$ cat src/hw/rtl/sle_pkg.sv
// Shared constants and types for the sorted list engine.
`default_nettype none
package sle_pkg;

  localparam int CAPACITY = 32;
  localparam int IDX_W    = (CAPACITY > 1) ? $clog2(CAPACITY) : 1;
  localparam int CNT_W    = $clog2(CAPACITY + 1);
  localparam int VAL_W    = 32;
  localparam int POS_W    = 8;
  localparam int ACT_W    = 3;
  localparam int ECNT_W   = 9;

  typedef enum logic [ACT_W-1:0] {
    ACT_INSERT       = 3'd0,
    ACT_REMOVE_VALUE = 3'd1,
    ACT_REMOVE_POS   = 3'd2,
    ACT_READ         = 3'd3,
    ACT_FIND         = 3'd4,
    ACT_CLEAR        = 3'd5
  } act_t;

  typedef enum logic [1:0] {
    OP_HOLD      = 2'd0,
    OP_INSERT    = 2'd1,
    OP_DEL_VALUE = 2'd2,
    OP_DEL_POS   = 2'd3
  } op_t;

  typedef struct packed {
    op_t                     op;
    logic signed [VAL_W-1:0] value;
    logic [IDX_W-1:0]        pos_idx;
  } ctrl_t;

  typedef struct packed {
    logic [CNT_W-1:0]        k;
    logic                    found;
    logic signed [VAL_W-1:0] rd_val;
  } stat_t;

endpackage
`default_nettype wire

$ cat src/hw/rtl/sle_req_if.sv
// Request channel: action, value and position with valid/ready.
`default_nettype none
interface sle_req_if;
  logic                                    valid;
  logic                                    ready;
  logic [sle_pkg::ACT_W-1:0]               action;
  logic signed [sle_pkg::VAL_W-1:0]        value;
  logic [sle_pkg::POS_W-1:0]               position;

  modport source (output valid, action, value, position, input ready);
  modport sink   (input valid, action, value, position, output ready);
endinterface
`default_nettype wire

$ cat src/hw/rtl/sle_rsp_if.sv
// Response channel: ok flag, entry value, found position and count with valid/ready.
`default_nettype none
interface sle_rsp_if;
  logic                                    valid;
  logic                                    ready;
  logic                                    ok;
  logic signed [sle_pkg::VAL_W-1:0]        entry_value;
  logic [sle_pkg::POS_W-1:0]               found_position;
  logic [sle_pkg::ECNT_W-1:0]              entry_count;

  modport source (output valid, ok, entry_value, found_position, entry_count, input ready);
  modport sink   (input valid, ok, entry_value, found_position, entry_count, output ready);
endinterface
`default_nettype wire

$ cat src/hw/rtl/sle_cell.sv
// One storage cell of the sorted chain: compare against the request and shift.
`default_nettype none
module sle_cell (
  input  wire logic                              clk,
  input  wire sle_pkg::op_t                      op,
  input  wire logic signed [sle_pkg::VAL_W-1:0]  value,
  input  wire logic [sle_pkg::IDX_W-1:0]         del_idx,
  input  wire logic [sle_pkg::CNT_W-1:0]         count,
  input  wire logic [sle_pkg::IDX_W-1:0]         idx,
  input  wire logic                              left_less,
  input  wire logic signed [sle_pkg::VAL_W-1:0]  left_val,
  input  wire logic signed [sle_pkg::VAL_W-1:0]  right_val,
  output logic                                   less,
  output logic                                   eq,
  output logic signed [sle_pkg::VAL_W-1:0]       val
);
  import sle_pkg::*;

  logic                    in_use;
  logic signed [VAL_W-1:0] val_next;

  assign in_use = CNT_W'(idx) < count;
  assign less   = in_use && (val < value);
  assign eq     = in_use && (val == value);

  always_comb begin
    val_next = val;
    case (op)
      OP_INSERT: begin
        if (!less) begin
          val_next = left_less ? value : left_val;
        end
      end
      OP_DEL_VALUE, OP_DEL_POS: begin
        if (idx >= del_idx) begin
          val_next = right_val;
        end
      end
      default: val_next = val;
    endcase
  end

  always_ff @(posedge clk) begin
    val <= val_next;
  end

endmodule
`default_nettype wire

$ cat src/hw/rtl/sle_chain.sv
// Row of cells with the insertion index count, match detect and read select.
`default_nettype none
module sle_chain (
  input  wire logic                        clk,
  input  wire sle_pkg::ctrl_t              ctrl,
  input  wire logic [sle_pkg::CNT_W-1:0]   count,
  input  wire logic [sle_pkg::IDX_W-1:0]   rd_idx,
  output sle_pkg::stat_t                   stat
);
  import sle_pkg::*;

  logic signed [VAL_W-1:0] vals [CAPACITY];
  logic [CAPACITY-1:0]     less_vec;
  logic [CAPACITY-1:0]     eq_vec;
  logic [CNT_W-1:0]        k;
  logic [IDX_W-1:0]        del_idx;

  always_comb begin
    k = '0;
    for (int i = 0; i < CAPACITY; i++) begin
      k = k + CNT_W'(less_vec[i]);
    end
  end

  assign del_idx = (ctrl.op == OP_DEL_VALUE) ? k[IDX_W-1:0] : ctrl.pos_idx;

  for (genvar i = 0; i < CAPACITY; i++) begin : g_cell
    logic                    left_less;
    logic signed [VAL_W-1:0] left_val;
    logic signed [VAL_W-1:0] right_val;

    if (i == 0) begin : g_first
      assign left_less = 1'b1;
      assign left_val  = ctrl.value;
    end else begin : g_mid
      assign left_less = less_vec[i-1];
      assign left_val  = vals[i-1];
    end

    if (i == CAPACITY - 1) begin : g_last
      assign right_val = vals[i];
    end else begin : g_inner
      assign right_val = vals[i+1];
    end

    sle_cell u_cell (
      .clk       (clk),
      .op        (ctrl.op),
      .value     (ctrl.value),
      .del_idx   (del_idx),
      .count     (count),
      .idx       (IDX_W'(i)),
      .left_less (left_less),
      .left_val  (left_val),
      .right_val (right_val),
      .less      (less_vec[i]),
      .eq        (eq_vec[i]),
      .val       (vals[i])
    );
  end

  assign stat.k      = k;
  assign stat.found  = |eq_vec;
  assign stat.rd_val = vals[rd_idx];

endmodule
`default_nettype wire

$ cat src/hw/rtl/sorted_list_engine_top.sv
// Top level of the sorted list engine: request decode, count and response register.
`default_nettype none
// Sorted list of up to CAPACITY signed 32-bit values held in a row of cells.
// Every cell compares its entry with the request at once and shifts one place
// towards its neighbour on insert or removal, so the whole row is updated at once:
// one request is taken every cycle while no response waits to be taken, and its
// response appears in the registered output in the cycle after. The request side
// stalls only while a response waits to be taken. Entries read beyond the current
// count are never reported; no clearing pass follows reset.
module sorted_list_engine_top (
  input  wire logic  clk,
  input  wire logic  rst,
  sle_req_if.sink    req,
  sle_rsp_if.source  rsp
);
  import sle_pkg::*;

  logic [CNT_W-1:0]  count;
  logic [CNT_W-1:0]  count_next;
  logic              accept;
  ctrl_t             ctrl;
  stat_t             stat;
  logic [POS_W-1:0]  pos_m1;
  logic              pos_ok;
  logic              ok_next;
  logic signed [VAL_W-1:0] rd_next;
  logic [POS_W-1:0]  fp_next;
  logic [ECNT_W-1:0] fp_sum;

  assign req.ready = !rsp.valid || rsp.ready;
  assign accept    = req.valid && req.ready;

  assign pos_m1 = req.position - POS_W'(1);
  assign pos_ok = (req.position != '0) && (ECNT_W'(req.position) <= ECNT_W'(count));
  assign fp_sum = ECNT_W'(stat.k) + ECNT_W'(1);

  sle_chain u_chain (
    .clk    (clk),
    .ctrl   (ctrl),
    .count  (count),
    .rd_idx (pos_m1[IDX_W-1:0]),
    .stat   (stat)
  );

  always_comb begin
    ctrl.op      = OP_HOLD;
    ctrl.value   = req.value;
    ctrl.pos_idx = pos_m1[IDX_W-1:0];
    count_next   = count;
    ok_next      = 1'b0;
    rd_next      = '0;
    fp_next      = '0;
    case (req.action)
      ACT_INSERT: begin
        if (count < CNT_W'(CAPACITY)) begin
          ctrl.op    = OP_INSERT;
          count_next = count + CNT_W'(1);
          ok_next    = 1'b1;
        end
      end
      ACT_REMOVE_VALUE: begin
        if (stat.found) begin
          ctrl.op    = OP_DEL_VALUE;
          count_next = count - CNT_W'(1);
          ok_next    = 1'b1;
        end
      end
      ACT_REMOVE_POS: begin
        if (pos_ok) begin
          ctrl.op    = OP_DEL_POS;
          count_next = count - CNT_W'(1);
          ok_next    = 1'b1;
        end
      end
      ACT_READ: begin
        if (pos_ok) begin
          rd_next = stat.rd_val;
          ok_next = 1'b1;
        end
      end
      ACT_FIND: begin
        if (stat.found) begin
          fp_next = fp_sum[POS_W-1:0];
          ok_next = 1'b1;
        end
      end
      ACT_CLEAR: begin
        count_next = '0;
        ok_next    = 1'b1;
      end
      default: ok_next = 1'b0;
    endcase
    if (!accept) begin
      ctrl.op    = OP_HOLD;
      count_next = count;
    end
  end

  always_ff @(posedge clk) begin
    if (rst) begin
      count     <= '0;
      rsp.valid <= 1'b0;
    end else begin
      count <= count_next;
      if (accept) begin
        rsp.valid <= 1'b1;
      end else if (rsp.ready) begin
        rsp.valid <= 1'b0;
      end
    end
  end

  always_ff @(posedge clk) begin
    if (accept) begin
      rsp.ok             <= ok_next;
      rsp.entry_value    <= rd_next;
      rsp.found_position <= fp_next;
      rsp.entry_count    <= ECNT_W'(count_next);
    end
  end

  a_count_bound: assert property (@(posedge clk) disable iff (rst)
    count <= CNT_W'(CAPACITY))
    else $error("count above capacity");

  a_clear: assert property (@(posedge clk) disable iff (rst)
    accept && (req.action == ACT_CLEAR)
    |=> rsp.valid && rsp.ok && (rsp.entry_count == '0))
    else $error("clear did not empty the list");

  a_full_refused: assert property (@(posedge clk) disable iff (rst)
    accept && (req.action == ACT_INSERT) && (count == CNT_W'(CAPACITY))
    |=> !rsp.ok && (count == CNT_W'(CAPACITY)))
    else $error("insert into full list not refused");

  a_count_match: assert property (@(posedge clk) disable iff (rst)
    rsp.valid |-> (rsp.entry_count == ECNT_W'(count)))
    else $error("reported count differs from stored count");

endmodule
`default_nettype wire
$ cat src/flat_wrapper.sv
// flat-port wrapper written by rule: the top's interface ports become plain ports
module sorted_list_engine_top_flat import sle_pkg::*;
  (clk, rst, req_valid, req_action, req_value, req_position, req_ready, rsp_valid, rsp_ok, rsp_entry_value, rsp_found_position, rsp_entry_count, rsp_ready);
  sle_req_if req_i ();
  sle_rsp_if rsp_i ();
  input  wire logic clk;
  input  wire logic rst;
  input wire logic [$bits(req_i.valid)-1:0] req_valid;
  input wire logic [$bits(req_i.action)-1:0] req_action;
  input wire logic [$bits(req_i.value)-1:0] req_value;
  input wire logic [$bits(req_i.position)-1:0] req_position;
  output wire logic [$bits(req_i.ready)-1:0] req_ready;
  output wire logic [$bits(rsp_i.valid)-1:0] rsp_valid;
  output wire logic [$bits(rsp_i.ok)-1:0] rsp_ok;
  output wire logic [$bits(rsp_i.entry_value)-1:0] rsp_entry_value;
  output wire logic [$bits(rsp_i.found_position)-1:0] rsp_found_position;
  output wire logic [$bits(rsp_i.entry_count)-1:0] rsp_entry_count;
  input wire logic [$bits(rsp_i.ready)-1:0] rsp_ready;
  assign req_i.valid = req_valid;
  assign req_i.action = req_action;
  assign req_i.value = req_value;
  assign req_i.position = req_position;
  assign req_ready = req_i.ready;
  assign rsp_valid = rsp_i.valid;
  assign rsp_ok = rsp_i.ok;
  assign rsp_entry_value = rsp_i.entry_value;
  assign rsp_found_position = rsp_i.found_position;
  assign rsp_entry_count = rsp_i.entry_count;
  assign rsp_i.ready = rsp_ready;
  sorted_list_engine_top u_core (.clk(clk), .rst(rst), .req(req_i), .rsp(rsp_i));
endmodule
$ cat config.mk
export PLATFORM = sky130hd
export DESIGN_NAME = sorted_list_engine_top_flat
export DESIGN_NICKNAME = d
export VERILOG_FILES = /design/src/hw/rtl/sle_pkg.sv /design/src/hw/rtl/sle_req_if.sv /design/src/hw/rtl/sle_rsp_if.sv /design/src/hw/rtl/sle_cell.sv /design/src/hw/rtl/sle_chain.sv /design/src/hw/rtl/sorted_list_engine_top.sv /design/src/flat_wrapper.sv
export SDC_FILE = /design/constraint.sdc
export NUM_CORES = 2
export LEC_CHECK = 0
export BUFFER_PORTS_ARGS = -buffer_cell sky130_fd_sc_hd__buf_2
export CAP_MARGIN = 20
export CORE_UTILIZATION = 35
export DETAILED_ROUTE_END_ITERATION = 10
export PLACE_DENSITY = 0.52
export RECOVER_POWER = 100
export SLEW_MARGIN = 20
export SYNTH_ARGS = -nofsm -noshare
export SYNTH_HDL_FRONTEND = slang
export SYNTH_SLANG_ARGS = --single-unit
$ cat constraint.sdc
create_clock -name clk -period 32.9 [get_ports clk]
set_clock_uncertainty 0.15 [all_clocks]
set_input_delay 1.645 -clock clk [delete_from_list [all_inputs] [get_ports clk]]
set_output_delay 1.645 -clock clk [all_outputs]
set_load 0.1 [all_outputs]
Word level (Yosys, flattened, before mapping)
Index checks and enable logic that the tools add are counted.
{"block": "word_totals", "reg_bits": 1078, "input_bits": 47, "output_inout_bits": 52, "elab_cells": 529}
{"block": "op_classes", "n_addsub": 35, "magnitude_cmp": 98, "n_eq_ne": 102, "n_mux": 144, "bitwise_logic": 2, "n_reduce_logical": 110}
{"cell": "two-way mux 32 bit", "n": 95}
{"cell": "one-hot mux 32 bit (2 select lines)", "n": 31}
{"cell": "== test 32 bit", "n": 32}
{"cell": "less-than comparator 32 bit", "n": 32}
{"cell": "binary-select mux 32 bit (select 5 bit)", "n": 1}
{"cell": "adder 6 x 1 -> 6 bit", "n": 26}
{"cell": "less-than comparator 5 x 6 -> 1 bit (first input constant)", "n": 16}
{"cell": "AND reduction 3 bit", "n": 31}
{"cell": ">= comparator 5 bit (first input constant)", "n": 15}
{"cell": "logical AND 1 bit", "n": 66}
{"cell": "!= test 2 x 1 -> 1 bit (second input constant)", "n": 31}
{"cell": "!= test 2 bit (second input constant)", "n": 31}
{"cell": "less-than comparator 4 x 6 -> 1 bit (first input constant)", "n": 8}
{"cell": ">= comparator 4 x 5 -> 1 bit (first input constant)", "n": 8}
{"cell": "OR reduction 32 bit", "n": 1}
{"cell": "less-than comparator 3 x 6 -> 1 bit (first input constant)", "n": 4}
{"cell": "two-way mux 6 bit", "n": 4}
{"cell": "one-hot mux 6 bit (4 select lines)", "n": 1}
{"cell": ">= comparator 3 x 5 -> 1 bit (first input constant)", "n": 4}
{"cell": "less-than comparator 1 x 6 -> 1 bit (first input constant)", "n": 2}
{"cell": "less-than comparator 2 x 6 -> 1 bit (first input constant)", "n": 2}
{"cell": ">= comparator 1 x 5 -> 1 bit (first input constant)", "n": 2}
{"cell": ">= comparator 2 x 5 -> 1 bit (first input constant)", "n": 2}
{"cell": "<= comparator 8 x 6 -> 1 bit", "n": 1}
{"cell": "30 further kinds", "n": 45}

Longest topological paths before layout
{"block": "logic_depth", "ltp_word": 37, "ltp_mapped": 36}

Cells and area by module
Synthesis repeated with hierarchy kept, for this count alone.
{"block": "hier_totals", "cells_unflattened": 10900, "hier_area_um2": 98717.2}
{"module": "sle_cell", "n_inst": 32, "cells_each": 293, "area_per_inst_um2": 2688.8, "seq_area_each_um2": 960.9}
{"module": "sle_chain", "n_inst": 1, "cells_each": 1267, "area_per_inst_um2": 9873.2, "seq_area_each_um2": 0.0}
{"module": "sorted_list_engine_top", "n_inst": 1, "cells_each": 257, "area_per_inst_um2": 2801.4, "seq_area_each_um2": 1521.5}

Worst setup path before layout
Ideal clock, no wire load.
{"block": "synth_timing", "kind": "input to register", "startpoint": "in req_value[31]", "endpoint": "reg u_core.u_chain.g_cell[6].u_cell.val[0] (netlist name) (enable)", "arrival_time_ps": 12460, "setup_slack_ps": 19818, "path_stages": 35, "path_buffers": 4, "cell_sequence": "clkbuf_1 > inv_1 > ha_1 > nand4_1 > or4_1 > nor3_1 > nand2_1 > o41ai_1 > a21oi_1 > mux2_2 > clkbuf_1 > clkbuf_1 > inv_1 > fa_1 > fa_1 > fa_1 > fa_1 > inv_1 > fa_1 > inv_1 > fa_1 > inv_1 > ha_1 > inv_1 > fa_1 > inv_1 > a21o_1 > a21oi_1 > xnor2_1 > nand2_1 > a21oi_1 > o21ba_1 > clkbuf_1 > nand2_1 > o32ai_1"}
{"block": "synth_via", "elab_chain_cells": 37}
{"item": "from (decl)", "line": "flat_wrapper.sv:10", "rtl": "input wire logic [$bits(req_i.value)-1:0] req_value;"}
{"item": "less-than comparator 32 bit", "line": "sle_cell.sv:23", "rtl": "assign less = in_use && (val < value);"}
{"item": "logical AND 1 bit", "line": "sle_cell.sv:23"}
{"item": "adder 1 x 1 -> 2 bit", "line": "sle_chain.sv:21", "rtl": "k = k + CNT_W'(less_vec[i]);"}
{"item": "adder 2 x 1 -> 3 bit", "line": "sle_chain.sv:21"}
{"item": "adder 3 x 1 -> 4 bit", "line": "sle_chain.sv:21"}
{"item": "adder 4 x 1 -> 5 bit", "line": "sle_chain.sv:21"}
{"item": "adder 5 x 1 -> 6 bit", "line": "sle_chain.sv:21"}
{"item": "adder 6 x 1 -> 6 bit (26 in a row)", "line": "sle_chain.sv:21"}
{"item": "two-way mux 5 bit", "line": "sle_chain.sv:25", "rtl": "assign del_idx = (ctrl.op == OP_DEL_VALUE) ? k[IDX_W-1:0] : ctrl.pos_idx;"}
{"item": ">= comparator 3 x 5 -> 1 bit", "line": "sle_cell.sv:35", "rtl": "if (idx >= del_idx) begin"}
{"item": "!= test 2 x 1 -> 1 bit (no source line)"}
{"item": "AND reduction 3 bit (no source line) (*)"}
{"item": "to (signal assigned)", "line": "sle_cell.sv:44", "rtl": "val <= val_next;"}
{"item": "to (decl)", "line": "sle_cell.sv:15", "rtl": "output logic signed [sle_pkg::VAL_W-1:0] val"}
Mark *: on every way between the ends. The rest lies on a longest branch, timed or not.
A chain may end at the register's enable or synchronous reset.

Worst setup path in the final report
{"block": "layout_timing", "startpoint": "in req_value[10]", "endpoint": "reg u_core.u_chain.g_cell[22].u_cell.val[5] (netlist name) (enable)"}
{"block": "layout_via", "elab_chain_cells": 37}
{"item": "less-than comparator 32 bit", "line": "sle_cell.sv:23"}
{"item": "logical AND 1 bit", "line": "sle_cell.sv:23"}
{"item": "adder 1 x 1 -> 2 bit", "line": "sle_chain.sv:21"}
{"item": "adder 2 x 1 -> 3 bit", "line": "sle_chain.sv:21"}
{"item": "adder 3 x 1 -> 4 bit", "line": "sle_chain.sv:21"}
{"item": "adder 4 x 1 -> 5 bit", "line": "sle_chain.sv:21"}
{"item": "adder 5 x 1 -> 6 bit", "line": "sle_chain.sv:21"}
{"item": "adder 6 x 1 -> 6 bit (26 in a row)", "line": "sle_chain.sv:21"}
{"item": "two-way mux 5 bit", "line": "sle_chain.sv:25"}
{"item": ">= comparator 5 bit", "line": "sle_cell.sv:35"}
{"item": "!= test 2 x 1 -> 1 bit (no source line)"}
{"item": "AND reduction 3 bit (no source line) (*)"}
{"item": "to (signal assigned)", "line": "sle_cell.sv:44"}
{"item": "to (decl)", "line": "sle_cell.sv:15"}
Marked as above.

==> flow_summary_export.csv <==
group,metric,value,unit
status,outcome,"finished, violations left",
status,failed_checks,"capacitance limit, slew limit",
clock_tree,cts.clk_slew.worst_paths,0.06,ns
worst_setup_path,critPathMostFrequentCell,"sky130_fd_sc_hd__clkbuf_1",
worst_setup_path,worst-endpoint-required,33.19,ns
placed_design,place_hpwl,277000,um
detailed_routing,detailedRoute.firstIterationViolations,7236,
min_path,holdCritPathClass,"register to register",
logic_synthesis,netlist.area_leader.share,36.5,%
global_route,overflow,0,
logic_synthesis,synth.lib_cells_used.distinct,94,
clock_tree,postCtsResizedCells,0,
global_route,grt_pass1_vias,71600,
timing,max_freq,48.9,MHz
global_route,groute.usage.overall,28.6,%
logic_synthesis,ys_seq_elements,1077,
power_and_ir_drop,power_total,0.00378,W
logic_synthesis,synth.yosys.warnings,0,
timing,finalHoldViolations,0,
global_route,grt_antenna_before_repair,17,
worst_setup_path,r2r-start,"u_core.count[1]",
logic_synthesis,synthesis.area,88000,um^2
logic_synthesis,synth.yosys.seq_area_share,36.7,%
placed_design,gp_congestion,0.993,
detailed_routing,routed-via-count,73300,
clock_tree,cts_max_level,4,
global_route,grt_max_degree,238,
detailed_routing,drc,0,
logic_synthesis,synth_largest_area_cell,"sky130_fd_sc_hd__edfxtp_1",
worst_setup_path,worstSetupStartpoint,"req_value[10]",
logic_synthesis,ys_async_sr_fraction,0,%
final_layout,synthToLayoutAreaGrowth,10.1,%
final_layout,final_layout_size_suffix_gt1_share,10.3,%
placed_design,port_buffers,94,
timing,setup_viol_count_final,0,
timing,tightest_pin_transition,9.76,ns
logic_synthesis,synth_top_cells_by_count,"sky130_fd_sc_hd__edfxtp_1, sky130_fd_sc_hd__ha_1, sky130_fd_sc_hd__nand2_1",
worst_setup_path,worst_path_dominant_cell_family,"buffers and inverters",
worst_setup_path,startpoint_class,"input port",
logic_synthesis,synth_cells,8504,
worst_setup_path,cp.buffers_inverters,5,
clock_tree,worst_skew_pair.late_latency,0.82,ns
logic_synthesis,ys_top_cells_by_area,"sky130_fd_sc_hd__edfxtp_1, sky130_fd_sc_hd__ha_1, sky130_fd_sc_hd__mux2i_1, sky130_fd_sc_hd__mux4_2, sky130_fd_sc_hd__o21ai_0",
clock_tree,max-clock-path-buffers,3,
floorplanning,fp.dieArea,253000,um^2
clock_tree,cts-root-buf,"sky130_fd_sc_hd__clkbuf_16",
global_route,grt_pass1_wl,526000,um
floorplanning,floorplan.die.height,503,um
logic_synthesis,synth-main-ff-cell,"sky130_fd_sc_hd__edfxtp_1",
final_layout,num-nets-final,9508,
worst_setup_path,path_cells,"clkbuf_1 > inv_1 > clkbuf_1 > ha_1 > nand4_1 > nor4_1 > o2111ai_1 > o2111ai_1 > nor4_4 > a21boi_2 > a21o_1 > clkbuf_1 > nor2_1 > a211oi_1 > buf_4",
worst_setup_path,timing.critical_path.fanout_max,222,
timing,finalMaxSlewViolations,2603,
worst_setup_path,worst_ep_arrival_time,20.74,ns
logic_synthesis,synth-edff-count,1070,
worst_setup_path,worstSetupPathType,"input port to register",
floorplanning,design.core.area,249000,um^2
floorplanning,chipWidth,503,um
worst_setup_path,critical-path-slowest-cell,"sky130_fd_sc_hd__clkbuf_1",
power_and_ir_drop,ir_worst_vdd,0.0000467,V
clock_tree,tritoncts,"yes",
power_and_ir_drop,power-per-cell-area,39.0,nW/um^2
floorplanning,initial_core_util,35.3,%
worst_setup_path,cpPeakStageDelay,6.48,ns
detailed_routing,detail_route.first_pass.iterations,8,
detailed_routing,drt-wirelength-per-cell,31.3,um
timing,final.period_utilization,62.2,%
detailed_routing,antenna_left,0,
floorplanning,pin_count,99,
clock_tree,cts_inserted_buffers,144,
min_path,min_from,"u_core.rsp.valid",
detailed_routing,routed_via_density,6.19,
worst_setup_path,timing.critical_path.to_type,"register",
placed_design,placed_cells_incl_taps,11600,
detailed_routing,drt-total-wl,370000,um
timing,rsz0062_at_grt,"no",
timing,slew_headroom,-551,%
logic_synthesis,synth_most_common_cell,"sky130_fd_sc_hd__edfxtp_1",
power_and_ir_drop,p_leak,36.2,nW
clock_tree,cts-hold-fix-buffers,0,
run,cap_violations,47,
clock_tree,clock_sinks,1077,
logic_synthesis,syn-mean-instance-area,10.3,um^2
timing,totalNegativeSetupSlack,0,ns
clock_tree,cts.repair_timing.setup_buffer_count,0,
floorplanning,row_count,183,
timing,layout_min_cycle_time,20.45,ns
final_layout,finish.cell_count_without_fillers,11800,
[worst paths after layout]
check	end	slack [ns]	cells after the start
setup / recovery	u_core.u_chain.g_cell[22].u_cell.val[5]	12.45	15
hold / removal	u_core.rsp.valid	0.40	2
setup reg to reg	u_core.u_chain.g_cell[3].u_cell.val[5]	14.53	16
hold reg to reg	u_core.rsp.valid	0.40	2
[area by class of cell]
cell class	instances	area (um^2)
timing repair buffer	309	1910
sequential	1077	32300
clock inverter	79	737
multi-input combinational	6708	53200
clock buffer	178	3980
antenna	5	12.5
fill	24300	152000
inverter	154	578
tap	3330	4170
[per-layer routing]
layer / wire [um] / GRT usage, %
met1: 153000 / 37.2
met2: 171000 / 46.2
met3: 23200 / 3.89
met4: 22000 / 15.1
met5: 81 / 0
[where the power goes]
part,switching [W],internal (W),leakage (nW)
Clock,0.000687,0.000956,2.29
Combinational,0.000370,0.000204,24.1
Sequential,0.0000298,0.00153,9.81
[cells by family (layout without fill, tap and decap cells)]
family / Yosys count / in the layout / share of synthesized area (%)
and+or+nand+nor: 2297 / 2297 / 11.9
AOI/OAI and AO/OA: 2148 / 2148 / 14.2
muxes: 1179 / 1179 / 18.0
DFF: 1077 / 1077 / 36.7
adders and majority gates: 1067 / 1067 / 15.4
buffers and inverters: 723 / 720 / 3.62
xor gates and xnor gates: 12 / 12 / 0.119
other: 1 / 10 / 0.00426
[flip-flops by register name, indices dropped and copies added, names as in the netlist]
name and count:
u_core.rsp.found_position 7, u_core.rsp.ok 1, u_core.u_chain.g_cell.u_cell.val 1024, u_core.count 6
u_core.rsp.entry_count 6, u_core.rsp.valid 1, u_core.rsp.entry_value 32
[through the flow]
step	cell area (um^2)	worst slack [ns]	utilization [%]	hold WS [ns]
after floorplan	88000	19.82	-	0.390
after global placement	92500	19.57	37.1	0.381
after detailed placement	92500	19.58	37.1	0.387
after CTS	97200	20.43	39.0	0.401
after global routing	96900	10.76	38.8	0.445
final	96900	12.45	38.9	0.404
[worst reg2reg max path: cells and delay by family (launching register included)]
kind                       cells  cell delay (ns)
and+or+nand+nor                2             1.65
buffers and inverters          7            13.29
adders and majority gates      1             0.22
AOI/OAI and AO/OA              6             2.33
DFF                            1             0.30
[placed cells by master, fill, tap and decap left out, types with 18 or more instances in the layout]
master,count
sky130_fd_sc_hd__a2111oi_0,19
sky130_fd_sc_hd__a211o_1,18
sky130_fd_sc_hd__a211oi_1,50
sky130_fd_sc_hd__a21o_1,200
sky130_fd_sc_hd__a21oi_1,596
sky130_fd_sc_hd__a31oi_1,116
sky130_fd_sc_hd__buf_2,42
sky130_fd_sc_hd__buf_4,168
sky130_fd_sc_hd__clkbuf_1,117
sky130_fd_sc_hd__clkbuf_16,155
sky130_fd_sc_hd__clkinv_1,26
sky130_fd_sc_hd__clkinv_2,27
sky130_fd_sc_hd__edfxtp_1,1070
sky130_fd_sc_hd__fa_1,24
sky130_fd_sc_hd__ha_1,1043
sky130_fd_sc_hd__inv_1,153
sky130_fd_sc_hd__mux2_2,37
sky130_fd_sc_hd__mux2i_1,811
sky130_fd_sc_hd__mux4_2,320
sky130_fd_sc_hd__nand2_1,867
sky130_fd_sc_hd__nand2b_1,27
sky130_fd_sc_hd__nand3_1,228
sky130_fd_sc_hd__nand4_1,259
sky130_fd_sc_hd__nor2_1,595
sky130_fd_sc_hd__nor2b_1,66
sky130_fd_sc_hd__nor3_1,88
sky130_fd_sc_hd__nor4_1,43
sky130_fd_sc_hd__o2111ai_1,26
sky130_fd_sc_hd__o211ai_1,48
sky130_fd_sc_hd__o21a_1,44
sky130_fd_sc_hd__o21ai_0,872
sky130_fd_sc_hd__or3_1,20
No activity file was read; power rests on OpenSTA's default activity.
